--- config.mk ---
export PLATFORM = sky130hd
export DESIGN_NAME = sha256_message_digest_core
export DESIGN_NICKNAME = d
export VERILOG_FILES = /design/src/sha256md_pkg.sv /design/src/sha256_message_digest_core.sv /design/src/sha256md_round.sv
export SDC_FILE = /design/constraint.sdc
export NUM_CORES = 2
export LEC_CHECK = 0
export BUFFER_PORTS_ARGS = -buffer_cell sky130_fd_sc_hd__buf_4
export CAP_MARGIN = 25
export CELL_PAD_IN_SITES_DETAIL_PLACEMENT = 0
export CELL_PAD_IN_SITES_GLOBAL_PLACEMENT = 1
export CORE_ASPECT_RATIO = 1.1
export CORE_MARGIN = 3
export CORE_UTILIZATION = 52
export CTS_CLUSTER_DIAMETER = 80
export DETAILED_ROUTE_END_ITERATION = 10
export PLACE_DENSITY = 0.91
export SLEW_MARGIN = 10
export SYNTH_ARGS = -nofsm -noshare
export SYNTH_HDL_FRONTEND = slang
export SYNTH_SLANG_ARGS = --single-unit
--- constraint.sdc ---
create_clock -name clk -period 12.7 [get_ports clk]
set_input_delay 0 -clock clk [delete_from_list [all_inputs] [get_ports clk]]
set_output_delay 0 -clock clk [all_outputs]
set_load 0.05 [all_outputs]
--- src/sha256md_pkg.sv ---
package sha256md_pkg;

  typedef logic [31:0] word_t;

  // control from the top level sequencer to the round datapath
  typedef struct packed {
    logic load;    // shift a chaining word into the working variables
    logic round;   // run one compression round
    logic rotate;  // rotate the working variables for the final add
  } round_ctl_t;

  // initial hash values
  localparam word_t InitHash [8] = '{
    32'h6a09e667, 32'hbb67ae85, 32'h3c6ef372, 32'ha54ff53a,
    32'h510e527f, 32'h9b05688c, 32'h1f83d9ab, 32'h5be0cd19
  };

  // round constants
  localparam word_t RoundK [64] = '{
    32'h428a2f98, 32'h71374491, 32'hb5c0fbcf, 32'he9b5dba5,
    32'h3956c25b, 32'h59f111f1, 32'h923f82a4, 32'hab1c5ed5,
    32'hd807aa98, 32'h12835b01, 32'h243185be, 32'h550c7dc3,
    32'h72be5d74, 32'h80deb1fe, 32'h9bdc06a7, 32'hc19bf174,
    32'he49b69c1, 32'hefbe4786, 32'h0fc19dc6, 32'h240ca1cc,
    32'h2de92c6f, 32'h4a7484aa, 32'h5cb0a9dc, 32'h76f988da,
    32'h983e5152, 32'ha831c66d, 32'hb00327c8, 32'hbf597fc7,
    32'hc6e00bf3, 32'hd5a79147, 32'h06ca6351, 32'h14292967,
    32'h27b70a85, 32'h2e1b2138, 32'h4d2c6dfc, 32'h53380d13,
    32'h650a7354, 32'h766a0abb, 32'h81c2c92e, 32'h92722c85,
    32'ha2bfe8a1, 32'ha81a664b, 32'hc24b8b70, 32'hc76c51a3,
    32'hd192e819, 32'hd6990624, 32'hf40e3585, 32'h106aa070,
    32'h19a4c116, 32'h1e376c08, 32'h2748774c, 32'h34b0bcb5,
    32'h391c0cb3, 32'h4ed8aa4a, 32'h5b9cca4f, 32'h682e6ff3,
    32'h748f82ee, 32'h78a5636f, 32'h84c87814, 32'h8cc70208,
    32'h90befffa, 32'ha4506ceb, 32'hbef9a3f7, 32'hc67178f2
  };

  function automatic word_t big_sigma0(word_t x);
    return {x[1:0], x[31:2]} ^ {x[12:0], x[31:13]} ^ {x[21:0], x[31:22]};
  endfunction

  function automatic word_t big_sigma1(word_t x);
    return {x[5:0], x[31:6]} ^ {x[10:0], x[31:11]} ^ {x[24:0], x[31:25]};
  endfunction

  function automatic word_t small_sigma0(word_t x);
    return {x[6:0], x[31:7]} ^ {x[17:0], x[31:18]} ^ (x >> 3);
  endfunction

  function automatic word_t small_sigma1(word_t x);
    return {x[16:0], x[31:17]} ^ {x[18:0], x[31:19]} ^ (x >> 10);
  endfunction

endpackage

--- src/sha256_message_digest_core.sv ---
// SHA-256 over a byte stream. Each message byte is one beat on the slave side
// and is taken while s_tready is high; the 64th byte of a block starts a
// compression (load the chaining values and prime the schedule memory
// reads, run 64 rounds, add back into the chaining memory), during which
// s_tready is low. A beat with tlast set closes the message: padding runs
// one byte per cycle up to byte 56 (crossing into an extra block when fewer
// than 9 bytes are left), the bit length is written high word first, one
// more compression follows, and the eight digest words then leave on the
// master side, each read from the chaining memory and put out once the
// previous one is taken, word 0 first, tlast on word 7. After reset and
// after every digest the block writes the initial hash values into the
// chaining memory before it takes a beat. The length saturates at 2^64-1 bits.
module sha256_message_digest_core (
  input  logic        clk,
  input  logic        rst,
  input  logic        s_tvalid,
  output logic        s_tready,
  input  logic [7:0]  s_tdata,   // [7:0] data_byte
  input  logic        s_tuser,   // [0] has_byte
  input  logic        s_tlast,   // end_of_message
  output logic        m_tvalid,
  input  logic        m_tready,
  output logic [31:0] m_tdata,   // [31:0] digest_word
  output logic [2:0]  m_tuser,   // [2:0] word_index
  output logic        m_tlast    // last_word
);

  typedef enum logic [3:0] {
    ST_INIT, ST_IDLE, ST_PAD, ST_LEN, ST_LOAD, ST_ROUND, ST_ADD, ST_READ, ST_PUT
  } state_t;

  state_t      state;
  logic [5:0]  cnt;
  logic [5:0]  pos;
  logic [63:0] total_bits;
  logic        pad_first;
  logic        end_pend;
  logic        final_blk;
  logic [23:0] wacc;

  // schedule memory and its read side
  sha256md_pkg::word_t sched_mem [16];
  sha256md_pkg::word_t rd_a;
  sha256md_pkg::word_t rd_b;
  sha256md_pkg::word_t prev_a;
  sha256md_pkg::word_t w_cur;
  sha256md_pkg::word_t w_prev;
  sha256md_pkg::word_t w_new;
  logic                s_we;
  logic [3:0]          s_wa;
  sha256md_pkg::word_t s_wd;
  logic [3:0]          s_ra;
  logic [3:0]          s_rb;
  logic [5:0]          su;
  logic                sched_calc;

  // chaining memory
  sha256md_pkg::word_t chain_mem [8];
  sha256md_pkg::word_t rd_c;
  logic                c_we;
  logic [2:0]          c_wa;
  sha256md_pkg::word_t c_wd;
  logic [2:0]          c_ra;

  // byte path
  logic                push_en;
  logic [7:0]          push_byte;
  logic                push_full;
  logic [5:0]          pos_inc;
  sha256md_pkg::word_t push_word;

  sha256md_pkg::round_ctl_t ctl;
  sha256md_pkg::word_t      head;

  assign s_tready = (state == ST_IDLE);

  // byte source: message beats or padding
  always_comb begin
    push_en   = 1'b0;
    push_byte = s_tdata;
    if (state == ST_IDLE) begin
      push_en = s_tvalid && s_tuser;
    end else if (state == ST_PAD) begin
      push_en   = 1'b1;
      push_byte = pad_first ? 8'h80 : 8'h00;
    end
  end

  assign push_full = (pos == 6'd63);
  assign pos_inc   = pos + 6'd1;
  assign push_word = {wacc, push_byte};

  // schedule expansion runs one word ahead of the rounds
  assign su         = (state == ST_ROUND) ? (cnt + 6'd1) : 6'd0;
  assign sched_calc = ((state == ST_LOAD) && (cnt == 6'd9)) ||
                      ((state == ST_ROUND) && (cnt != 6'd63));
  assign w_new      = (su[5:4] == 2'b00) ? prev_a :
                      sha256md_pkg::small_sigma1(w_prev) + rd_b +
                      sha256md_pkg::small_sigma0(rd_a) + prev_a;
  assign s_ra       = (state == ST_LOAD) ? (cnt[3:0] - 4'd7) : (su[3:0] + 4'd2);
  assign s_rb       = su[3:0] + 4'd10;

  // schedule write port
  always_comb begin
    s_we = 1'b0;
    s_wa = pos[5:2];
    s_wd = push_word;
    if (push_en && (pos[1:0] == 2'b11)) begin
      s_we = 1'b1;
    end else if (state == ST_LEN) begin
      s_we = 1'b1;
      s_wa = {3'b111, cnt[0]};
      s_wd = cnt[0] ? total_bits[31:0] : total_bits[63:32];
    end else if (sched_calc && (su[5:4] != 2'b00)) begin
      s_we = 1'b1;
      s_wa = su[3:0];
      s_wd = w_new;
    end
  end

  // schedule memory, two read ports
  always_ff @(posedge clk) begin
    if (s_we) begin
      sched_mem[s_wa] <= s_wd;
    end
    rd_a   <= sched_mem[s_ra];
    rd_b   <= sched_mem[s_rb];
    prev_a <= rd_a;
    if (sched_calc) begin
      w_cur  <= w_new;
      w_prev <= w_cur;
    end
  end

  // chaining memory ports
  always_comb begin
    c_we = 1'b0;
    c_wa = cnt[2:0];
    c_wd = sha256md_pkg::InitHash[cnt[2:0]];
    if (state == ST_INIT) begin
      c_we = 1'b1;
    end else if ((state == ST_ADD) && (cnt != 6'd0)) begin
      c_we = 1'b1;
      c_wa = cnt[2:0] - 3'd1;
      c_wd = rd_c + head;
    end
    c_ra = (state == ST_LOAD) ? ~cnt[2:0] : cnt[2:0];
  end

  always_ff @(posedge clk) begin
    if (c_we) begin
      chain_mem[c_wa] <= c_wd;
    end
    rd_c <= chain_mem[c_ra];
  end

  // round datapath control
  always_comb begin
    ctl.load   = (state == ST_LOAD) && (cnt != 6'd0) && (cnt <= 6'd8);
    ctl.round  = (state == ST_ROUND);
    ctl.rotate = (state == ST_ADD) && (cnt != 6'd0);
  end

  sha256md_round u_round (
    .clk       (clk),
    .ctl       (ctl),
    .load_word (rd_c),
    .w_t       (w_cur),
    .k_t       (sha256md_pkg::RoundK[cnt]),
    .head      (head)
  );

  // byte packing into words
  always_ff @(posedge clk) begin
    if (push_en) begin
      wacc <= {wacc[15:0], push_byte};
    end
  end

  // sequencer and output register
  always_ff @(posedge clk) begin
    if (rst) begin
      state      <= ST_INIT;
      cnt        <= '0;
      pos        <= '0;
      total_bits <= '0;
      pad_first  <= 1'b0;
      end_pend   <= 1'b0;
      final_blk  <= 1'b0;
      m_tvalid   <= 1'b0;
    end else begin
      // beat taken; the put state loads the next one itself
      if (m_tvalid && m_tready && (state != ST_PUT)) begin
        m_tvalid <= 1'b0;
      end
      if (push_en) begin
        pos <= pos_inc;
      end
      case (state)
        ST_INIT: begin
          pos        <= '0;
          total_bits <= '0;
          pad_first  <= 1'b0;
          end_pend   <= 1'b0;
          final_blk  <= 1'b0;
          if (cnt == 6'd7) begin
            state <= ST_IDLE;
            cnt   <= '0;
          end else begin
            cnt <= cnt + 6'd1;
          end
        end
        ST_IDLE: begin
          if (s_tvalid) begin
            if (s_tuser) begin
              // length saturates once it cannot take another byte
              total_bits <= (&total_bits[63:3]) ? '1 : (total_bits + 64'd8);
            end
            if (s_tuser && push_full) begin
              state     <= ST_LOAD;
              cnt       <= '0;
              end_pend  <= s_tlast;
              pad_first <= 1'b1;
            end else if (s_tlast) begin
              state     <= ST_PAD;
              end_pend  <= 1'b1;
              pad_first <= 1'b1;
            end
          end
        end
        ST_PAD: begin
          pad_first <= 1'b0;
          if (push_full) begin
            state <= ST_LOAD;
            cnt   <= '0;
          end else if (pos_inc == 6'd56) begin
            state <= ST_LEN;
            cnt   <= '0;
          end
        end
        ST_LEN: begin
          if (cnt == 6'd1) begin
            state     <= ST_LOAD;
            cnt       <= '0;
            pos       <= '0;
            final_blk <= 1'b1;
          end else begin
            cnt <= cnt + 6'd1;
          end
        end
        ST_LOAD: begin
          if (cnt == 6'd9) begin
            state <= ST_ROUND;
            cnt   <= '0;
          end else begin
            cnt <= cnt + 6'd1;
          end
        end
        ST_ROUND: begin
          if (cnt == 6'd63) begin
            state <= ST_ADD;
            cnt   <= '0;
          end else begin
            cnt <= cnt + 6'd1;
          end
        end
        ST_ADD: begin
          if (cnt == 6'd8) begin
            cnt <= '0;
            if (final_blk) begin
              state <= ST_READ;
            end else if (end_pend) begin
              state <= ST_PAD;
            end else begin
              state <= ST_IDLE;
            end
          end else begin
            cnt <= cnt + 6'd1;
          end
        end
        ST_READ: begin
          state <= ST_PUT;
        end
        ST_PUT: begin
          if (!m_tvalid || m_tready) begin
            m_tvalid <= 1'b1;
            m_tdata  <= rd_c;
            m_tuser  <= cnt[2:0];
            m_tlast  <= (cnt[2:0] == 3'd7);
            if (cnt[2:0] == 3'd7) begin
              state <= ST_INIT;
              cnt   <= '0;
            end else begin
              state <= ST_READ;
              cnt   <= cnt + 6'd1;
            end
          end
        end
        default: begin
          state <= ST_INIT;
          cnt   <= '0;
        end
      endcase
    end
  end

endmodule

--- src/sha256md_round.sv ---
module sha256md_round (
  input  logic                    clk,
  input  sha256md_pkg::round_ctl_t ctl,
  input  sha256md_pkg::word_t     load_word,
  input  sha256md_pkg::word_t     w_t,
  input  sha256md_pkg::word_t     k_t,
  output sha256md_pkg::word_t     head
);

  // working variables a..h
  sha256md_pkg::word_t wv [8];
  sha256md_pkg::word_t t1;
  sha256md_pkg::word_t t2;
  sha256md_pkg::word_t ch;
  sha256md_pkg::word_t maj;

  // round function
  always_comb begin
    ch  = (wv[4] & wv[5]) ^ (~wv[4] & wv[6]);
    maj = (wv[0] & wv[1]) ^ (wv[0] & wv[2]) ^ (wv[1] & wv[2]);
    t1  = wv[7] + sha256md_pkg::big_sigma1(wv[4]) + ch + k_t + w_t;
    t2  = sha256md_pkg::big_sigma0(wv[0]) + maj;
  end

  // load, round or rotate
  always_ff @(posedge clk) begin
    if (ctl.load) begin
      wv[0] <= load_word;
      for (int i = 1; i < 8; i++) begin
        wv[i] <= wv[i-1];
      end
    end else if (ctl.round) begin
      wv[7] <= wv[6];
      wv[6] <= wv[5];
      wv[5] <= wv[4];
      wv[4] <= wv[3] + t1;
      wv[3] <= wv[2];
      wv[2] <= wv[1];
      wv[1] <= wv[0];
      wv[0] <= t1 + t2;
    end else if (ctl.rotate) begin
      for (int i = 0; i < 7; i++) begin
        wv[i] <= wv[i+1];
      end
      wv[7] <= wv[0];
    end
  end

  assign head = wv[0];

endmodule
After elaboration in Yosys (flattened, before gate mapping) --
Memory sizes are Yosys's and may differ from the RTL's. A register that Yosys moved wholly into a read port is not among the register bits. Index checks and enable logic that the tools add are counted.
Word-level totals: register bits 240, memory bits (writable) 1024, ROM bits 2304, input port bits 14, output and inout bits 38, memories 5
Cells by class: $add $sub $neg 18, $lt $le $gt $ge 3, equal/unequal tests 30, multiplexer cells 103, bitwise gates (word level) 38, reduce and logical (&&, ||, !) cells 30
Memory list:
- (no name shown) | words 64, width 32, rd ports 1, clocked after Yosys merged registers in 0, write ports 0, RTL line sha256_message_digest_core.sv:169 | .k_t (sha256md_pkg::RoundK[cnt]),
- sched_mem | words 16, width 32, rd ports 2, clocked after Yosys merged registers in 2, write ports 1, RTL line sha256_message_digest_core.sv:42 | sha256md_pkg::word_t sched_mem [16];
- (no name shown) | words 8, width 32, rd ports 1, clocked after Yosys merged registers in 0, write ports 0, RTL line sha256_message_digest_core.sv:139 | c_wd = sha256md_pkg::InitHash[cnt[2:0]];
- chain_mem | words 8, width 32, rd ports 1, clocked after Yosys merged registers in 1, write ports 1, RTL line sha256_message_digest_core.sv:58 | sha256md_pkg::word_t chain_mem [8];
- u_round.wv | words 8, width 32, rd ports 8, clocked after Yosys merged registers in 0, write ports 8, RTL line sha256md_round.sv:11 | sha256md_pkg::word_t wv [8];
Operators with widths (number):
- $mux W32 | 27
- $add A32 B32 Y32 | 11
- $xor A32 B32 Y32 | 9
- $mux W64 | 3
- $and A32 B32 Y32 | 5
- $pmux W64 S2 | 1
- $mux W6 | 14
- $add A64 B4 Y64 const B | 1
- $reduce_and A61 Y1 | 1
- $mux W4 | 15
- $pmux W6 S9 | 1
- $pmux W4 S9 | 1
- $not A32 Y32 | 1
- $xor A32 B22 Y32 | 1
- $xor A32 B29 Y32 | 1
- $mux W1 | 28
- $mux W8 | 3
- $eq A6 B6 Y1 const B | 3
- $eq A4 B3 Y1 const B | 4
- $or A1 B1 Y1 | 16
- $mux W3 | 5
- $ne A2 B1 Y1 const B | 7
- $add A6 B1 Y6 const B | 2
- $eq A6 B4 Y1 const B | 2
- 38 further kinds | 60

Depth between registers and ports, before layout --
An unclocked memory read counts as a cell.
depth in word-level cells 10, mapped depth 38, depth with buffers taken out 35

Cells and area by module --
From an unflattened synthesis, not the netlist that was laid out.
Second synthesis, totals: cells, all modules 6753, area, all modules 76988.8 um2
Modules (own cells, without submodules):
- sha256_message_digest_core | times used 1, cells each 4774, area each 55600.8 um2, sequential area each 30989.7 um2
- sha256md_round | times used 1, cells each 1979, area each 21388.0 um2, sequential area each 7687.4 um2

Worst setup path after synthesis --
No wires, ideal clock.
path kind register to register, start register cnt[1], end memory sched_mem[13][0] in the netlist's numbering (enable), setup time 0.421 ns, data arrival time 8.836 ns, required time 12.279 ns, path slack 3.443 ns, cell stages (with the launch flop) 13, period minus slack after synthesis 9.257 ns, cells stage by stage dfxtp_1 -> clkinv_1 -> ha_1 -> nor2b_1 -> clkbuf_2 -> nand3_1 -> o21ai_0 -> nand2_1 -> nor2_1 -> a21oi_1 -> a21oi_1 -> nand2_1 -> nor2_1
Between the ends: word-level cells in the longest chain between the ends 9, elaborated cells between the ends (all ways) 17, those cells by class add/sub: 1; eq/ne: 2; mux: 9; reduce/logical: 5
Ends and longest elaborated chain:
- from (decl) | RTL line sha256_message_digest_core.sv:33 | logic [5:0] cnt;
- from (signal assigned) | RTL line sha256_message_digest_core.sv:210 | cnt <= cnt + 6'd1;
- from (signal assigned) | RTL line sha256_message_digest_core.sv:248 | cnt <= cnt + 6'd1;
- from (signal assigned) | RTL line sha256_message_digest_core.sv:256 | cnt <= cnt + 6'd1;
- $add A6 B1 Y6, or another cell as far along | RTL line sha256_message_digest_core.sv:94 | assign su = (state == ST_ROUND) ? (cnt + 6'd1) : 6'd0;
- $mux W6, or another cell as far along | RTL line sha256_message_digest_core.sv:94
- $reduce_bool A2 Y1 / $logic_or A1 B1 Y1 (equally long branches) | RTL line sha256_message_digest_core.sv:114, sha256_message_digest_core.sv:95
- $logic_and A1 B1 Y1 | RTL line sha256_message_digest_core.sv:114 | end else if (sched_calc && (su[5:4] != 2'b00)) begin
- $mux W1 | RTL line sha256_message_digest_core.sv:114
- $mux W1 | RTL line sha256_message_digest_core.sv:110 | end else if (state == ST_LEN) begin
- $mux W1 | RTL line sha256_message_digest_core.sv:108 | if (push_en && (pos[1:0] == 2'b11)) begin
- $mux W1 | RTL line sha256_message_digest_core.sv:123 | if (s_we) begin
- $mux W1 (not written as such) | RTL line sha256_message_digest_core.sv:124 | sched_mem[s_wa] <= s_wd;
- to (decl) | RTL line sha256_message_digest_core.sv:42
Several ways; a longest one is shown, not always the timed one.

==> flow_summary.html <==
<table>
<tr><th>Metric</th><th>Value</th></tr>
<tr><th colspan="2">Status</th></tr>
<tr><td>Result of the run</td><td>finished clean</td></tr>
<tr><th colspan="2">Clocking</th></tr>
<tr><td>Cts bufs inserted</td><td>143</td></tr>
<tr><td>Clock-pin slew of the registers on the worst-case setup and hold paths</td><td>around 70 ps</td></tr>
<tr><td>Clock latency on the worst-skew pair</td><td>just over 800 ps</td></tr>
<tr><td>Number of buffers on the longest clock path</td><td>3</td></tr>
<tr><td>Total of cells resized after clock tree synthesis</td><td>0</td></tr>
<tr><td>Htree depth</td><td>4</td></tr>
<tr><td>CTS Root Buffer Type</td><td>sky130_fd_sc_hd__clkbuf_16</td></tr>
<tr><td>Sinks on Clock Net</td><td>between 1000 and 1500</td></tr>
<tr><td>Clock tree from TritonCTS</td><td>yes</td></tr>
<tr><th colspan="2">Timing</th></tr>
<tr><td>Setup repair after global routing missed its margin</td><td>false</td></tr>
<tr><td>Max Fclk</td><td>around 0.10 GHz</td></tr>
<tr><td>Hold Fails Final Rpt</td><td>0</td></tr>
<tr><td>Slew at the pin closest to its max-slew limit</td><td>about 1100 ps</td></tr>
<tr><td>Max Transition Viols Final</td><td>0</td></tr>
<tr><td>Relative slew margins</td><td>24.32%</td></tr>
<tr><td>Count of endpoints failing setup in the final report</td><td>0</td></tr>
<tr><td>Clock Skew</td><td>59.43 ps</td></tr>
<tr><td>Final worst path period share</td><td>around three quarters</td></tr>
<tr><td>Summed negative setup slack over all endpoints</td><td>0 ps</td></tr>
<tr><td>Final critical path time including I/O delays and setup</td><td>9777 ps</td></tr>
<tr><th colspan="2">Synthesis</th></tr>
<tr><td>Number of library cell types mapped by synthesis</td><td>between 80 and 90</td></tr>
<tr><td>Top cells by area in the synthesized netlist</td><td>sky130_fd_sc_hd__edfxtp_1, sky130_fd_sc_hd__nand2_1, sky130_fd_sc_hd__mux4_2</td></tr>
<tr><td>Post-synthesis cell count</td><td>6925</td></tr>
<tr><td>Async set-or-reset flop fraction in the synthesized netlist</td><td>0%</td></tr>
<tr><td>Leading register cell type out of synthesis</td><td>sky130_fd_sc_hd__edfxtp_1</td></tr>
<tr><td>Post-Synthesis Cell Area</td><td>76210 µm²</td></tr>
<tr><td>Synthesized netlist net count</td><td>between 7000 and 8000</td></tr>
<tr><td>Mean Syn Cell Area</td><td>11.01 µm²</td></tr>
<tr><td>Synth warn</td><td>0</td></tr>
<tr><td>Most area-hungry cell type in the Yosys netlist</td><td>sky130_fd_sc_hd__edfxtp_1</td></tr>
<tr><td>Area share of the largest cell type after synthesis</td><td>between 40 and 50%</td></tr>
<tr><td>Post-synthesis sequential area ratio</td><td>between 50% and 60%</td></tr>
<tr><td>Number of flops mapped to enable cells by yosys</td><td>about 1100</td></tr>
<tr><td>Flop and latch count out of synthesis</td><td>1358</td></tr>
<tr><th colspan="2">Critical path</th></tr>
<tr><td>Sort of element at the end of the critical path</td><td>flip-flop</td></tr>
<tr><td>CP max-delay cell</td><td>sky130_fd_sc_hd__dfxtp_4</td></tr>
<tr><td>Maximum fanout along the worst path</td><td>40</td></tr>
<tr><td>Buf+Inv Stages, Crit Path</td><td>4</td></tr>
<tr><td>Worst Setup Path Type</td><td>flip-flop to flip-flop</td></tr>
<tr><td>Reg2reg setup slack</td><td>2920 ps</td></tr>
<tr><td>Worst endpoint data arrival time</td><td>around 10000 ps</td></tr>
<tr><td>Required time of the worst setup path</td><td>roughly 13000 ps</td></tr>
<tr><td>Longest individual stage delay on the worst path</td><td>about 740 ps</td></tr>
<tr><td>Critical register-to-register path endpoint</td><td>u_round.wv[0][28]</td></tr>
<tr><td>Worst Reg2Reg Path Length in Cells</td><td>33</td></tr>
<tr><td>Family with the most delay on the worst path</td><td>compound AO/OA/AOI/OAI gates</td></tr>
<tr><td>R2r startpoint</td><td>cnt[0]</td></tr>
<tr><td>Startpoint class of the critical path</td><td>flip-flop</td></tr>
<tr><th colspan="2">Final layout</th></tr>
<tr><td>Most common cell after layout, fill and taps aside</td><td>sky130_fd_sc_hd__nand2_1</td></tr>
<tr><td>Area occupied by multi-input gates</td><td>about 35000 µm²</td></tr>
<tr><td>Most frequent cells in the layout</td><td>sky130_fd_sc_hd__nand2_1, sky130_fd_sc_hd__edfxtp_1, sky130_fd_sc_hd__inv_1, sky130_fd_sc_hd__a21oi_1, sky130_fd_sc_hd__nor2_1</td></tr>
<tr><td>Final Net Count</td><td>roughly 7000</td></tr>
<tr><td>Share of final-layout standard cells stronger than drive strength 1</td><td>a little under an eighth</td></tr>
<tr><td>FILL cells</td><td>between 10000 and 15000</td></tr>
<tr><td>Total area of sequential cells</td><td>a little under 40000 µm²</td></tr>
<tr><td>Area delta synth-&gt;final</td><td>9.660%</td></tr>
<tr><th colspan="2">Place</th></tr>
<tr><td>Detailed Place HPWL</td><td>161300 µm</td></tr>
<tr><td>Routability congestion estimate</td><td>1.026</td></tr>
<tr><td>Port Buffers</td><td>around 50</td></tr>
<tr><th colspan="2">Drt</th></tr>
<tr><td>DRT Wirelength</td><td>242900 µm</td></tr>
<tr><td>Detailed-route wire length per cell</td><td>~27 µm</td></tr>
<tr><td># DRC</td><td>0</td></tr>
<tr><td>Number of optimization iterations in the first detailed-route pass</td><td>9</td></tr>
<tr><td>Iteration-0 DRC count of the detailed router</td><td>6920</td></tr>
<tr><td>Total number of vias</td><td>approximately 56000</td></tr>
<tr><td>ANT nets after route</td><td>0</td></tr>
<tr><td>Average via count per standard cell</td><td>approximately 6.3</td></tr>
<tr><th colspan="2">Run</th></tr>
<tr><td>Number of max-cap violations</td><td>0</td></tr>
<tr><th colspan="2">Global route</th></tr>
<tr><td>Global-route wire length before repair</td><td>roughly 350000 µm</td></tr>
<tr><td>Overall Global Routing Usage</td><td>between 30% and 40%</td></tr>
<tr><td>Number of global-route vias before repair</td><td>between 50000 and 60000</td></tr>
<tr><td>Number of antenna violations at the first check in global routing</td><td>8</td></tr>
<tr><td>Aggregate global routing overflow</td><td>0</td></tr>
<tr><td>Pin count of the biggest net entering global routing</td><td>~180</td></tr>
<tr><th colspan="2">Hold path</th></tr>
<tr><td>Worst Hold Path EP</td><td>wacc[5]</td></tr>
<tr><td>Worst hold stages</td><td>3</td></tr>
<tr><td>Type of the most critical hold path</td><td>input port to flip-flop</td></tr>
<tr><td>Hold wc startpoint</td><td>s_tdata[5]</td></tr>
<tr><th colspan="2">Floorplanning</th></tr>
<tr><td>Standard-cell row count</td><td>around 150</td></tr>
<tr><td>Placeable core area</td><td>around 140000 µm²</td></tr>
<tr><td>Starting density of the core</td><td>between 50% and 60%</td></tr>
<tr><td>Die Width</td><td>approximately 370 µm</td></tr>
<tr><td>Die area</td><td>roughly 150000 µm²</td></tr>
<tr><td>Io pins</td><td>between 50 and 60</td></tr>
<tr><td>Die Y</td><td>~400 µm</td></tr>
</table>
## cell type report
class                           instances  area share (%)
Inverter                              404           1.818
Tap cell                             1924           2.880
Antenna cell                            4         0.01198
Timing Repair Buffer                  171           1.707
Sequential cell                      1358           46.30
Clock inverter                         74           1.211
Multi-Input combinational cell       4710           41.44
Clock buffer                          192           4.634
## through the flow
step	util, %	cells	hold WS [ps]	worst slack (ps)	area, µm²
global placement	54.11	8541	312.9	2840	78390
CTS	57.66	8830	26.40	3087	83520
finish	57.69	8837	108.2	2923	83570
global route	57.69	8834	106.9	2389	83570
floorplan	-	6925	154.3	3443	76210
detailed placement	54.16	8546	326.8	3157	78460
## layer usage
metal	global-route usage, %	part of all wire [%]
met3	4.792	8.8
met4	19.40	7.2
met5	0	0.0033
met1	40.97	37
met2	50.23	47
## worst max path at each step
stage,from,to,slack [ps],depth (start not counted)
finish,cnt[0],u_round.wv[0][28],2920,33
global route,cnt[0],u_round.wv[0][28],2390,33
CTS,cnt[0],u_round.wv[0][28],3090,33
detailed placement,cnt[0],u_round.wv[0][28],3160,33
global placement,cnt[0],u_round.wv[0][28],2840,34
floorplan,cnt[1],sched_mem[13][0],3440,12
## Yosys cell counts (123+ instances only)
master	count
sky130_fd_sc_hd__o21ai_0	288
sky130_fd_sc_hd__mux2_2	136
sky130_fd_sc_hd__a21oi_1	363
sky130_fd_sc_hd__mux4_2	199
sky130_fd_sc_hd__nor2_1	350
sky130_fd_sc_hd__edfxtp_1	1148
sky130_fd_sc_hd__nand3_1	215
sky130_fd_sc_hd__ha_1	183
sky130_fd_sc_hd__xnor2_1	250
sky130_fd_sc_hd__clkbuf_1	379
sky130_fd_sc_hd__xor2_1	148
sky130_fd_sc_hd__inv_1	403
sky130_fd_sc_hd__fa_1	190
sky130_fd_sc_hd__a31oi_1	123
sky130_fd_sc_hd__nand2_1	1263
sky130_fd_sc_hd__dfxtp_1	210
## what timing repair did
action,in CTS,in global routing
endpoints found under the hold margin,84,0
hold buffers,18,0
buffers inserted,0,0
## worst reg2reg max path: cells and delay by family, from the launching register on
family	cells	cell delay, ps
buf+inv	4	1110
flops	1	740
fa+ha+maj	6	2670
xor+xnor	1	400
compound gates	14	3260
simple gates	8	1320
## state kept, by name, indices dropped and copies added (netlist names)
signal      cells
chain_mem     256
cnt             6
end_pend        1
final_blk       1
m_tdata        32
m_tlast         1
m_tuser         3
m_tvalid        1
pad_first       1
pos             6
prev_a         32
rd_a           32
rd_b           32
rd_c           32
sched_mem     512
state           4
total_bits     62
u_round.wv    256
w_cur          32
w_prev         32
wacc           24
## kinds of logic after synthesis
logic type	Yosys count	share of synthesized area, %
simple gates	2194	12.36
fa+ha+maj	394	8.271
buf+inv	857	4.357
flops	1358	50.75
mux	389	8.600
compound gates	1334	11.07
xor+xnor	399	4.595
Power is left out: the tool's default activity adds up to more than one toggle a clock period on the data nets, which glitch-free logic cannot reach.
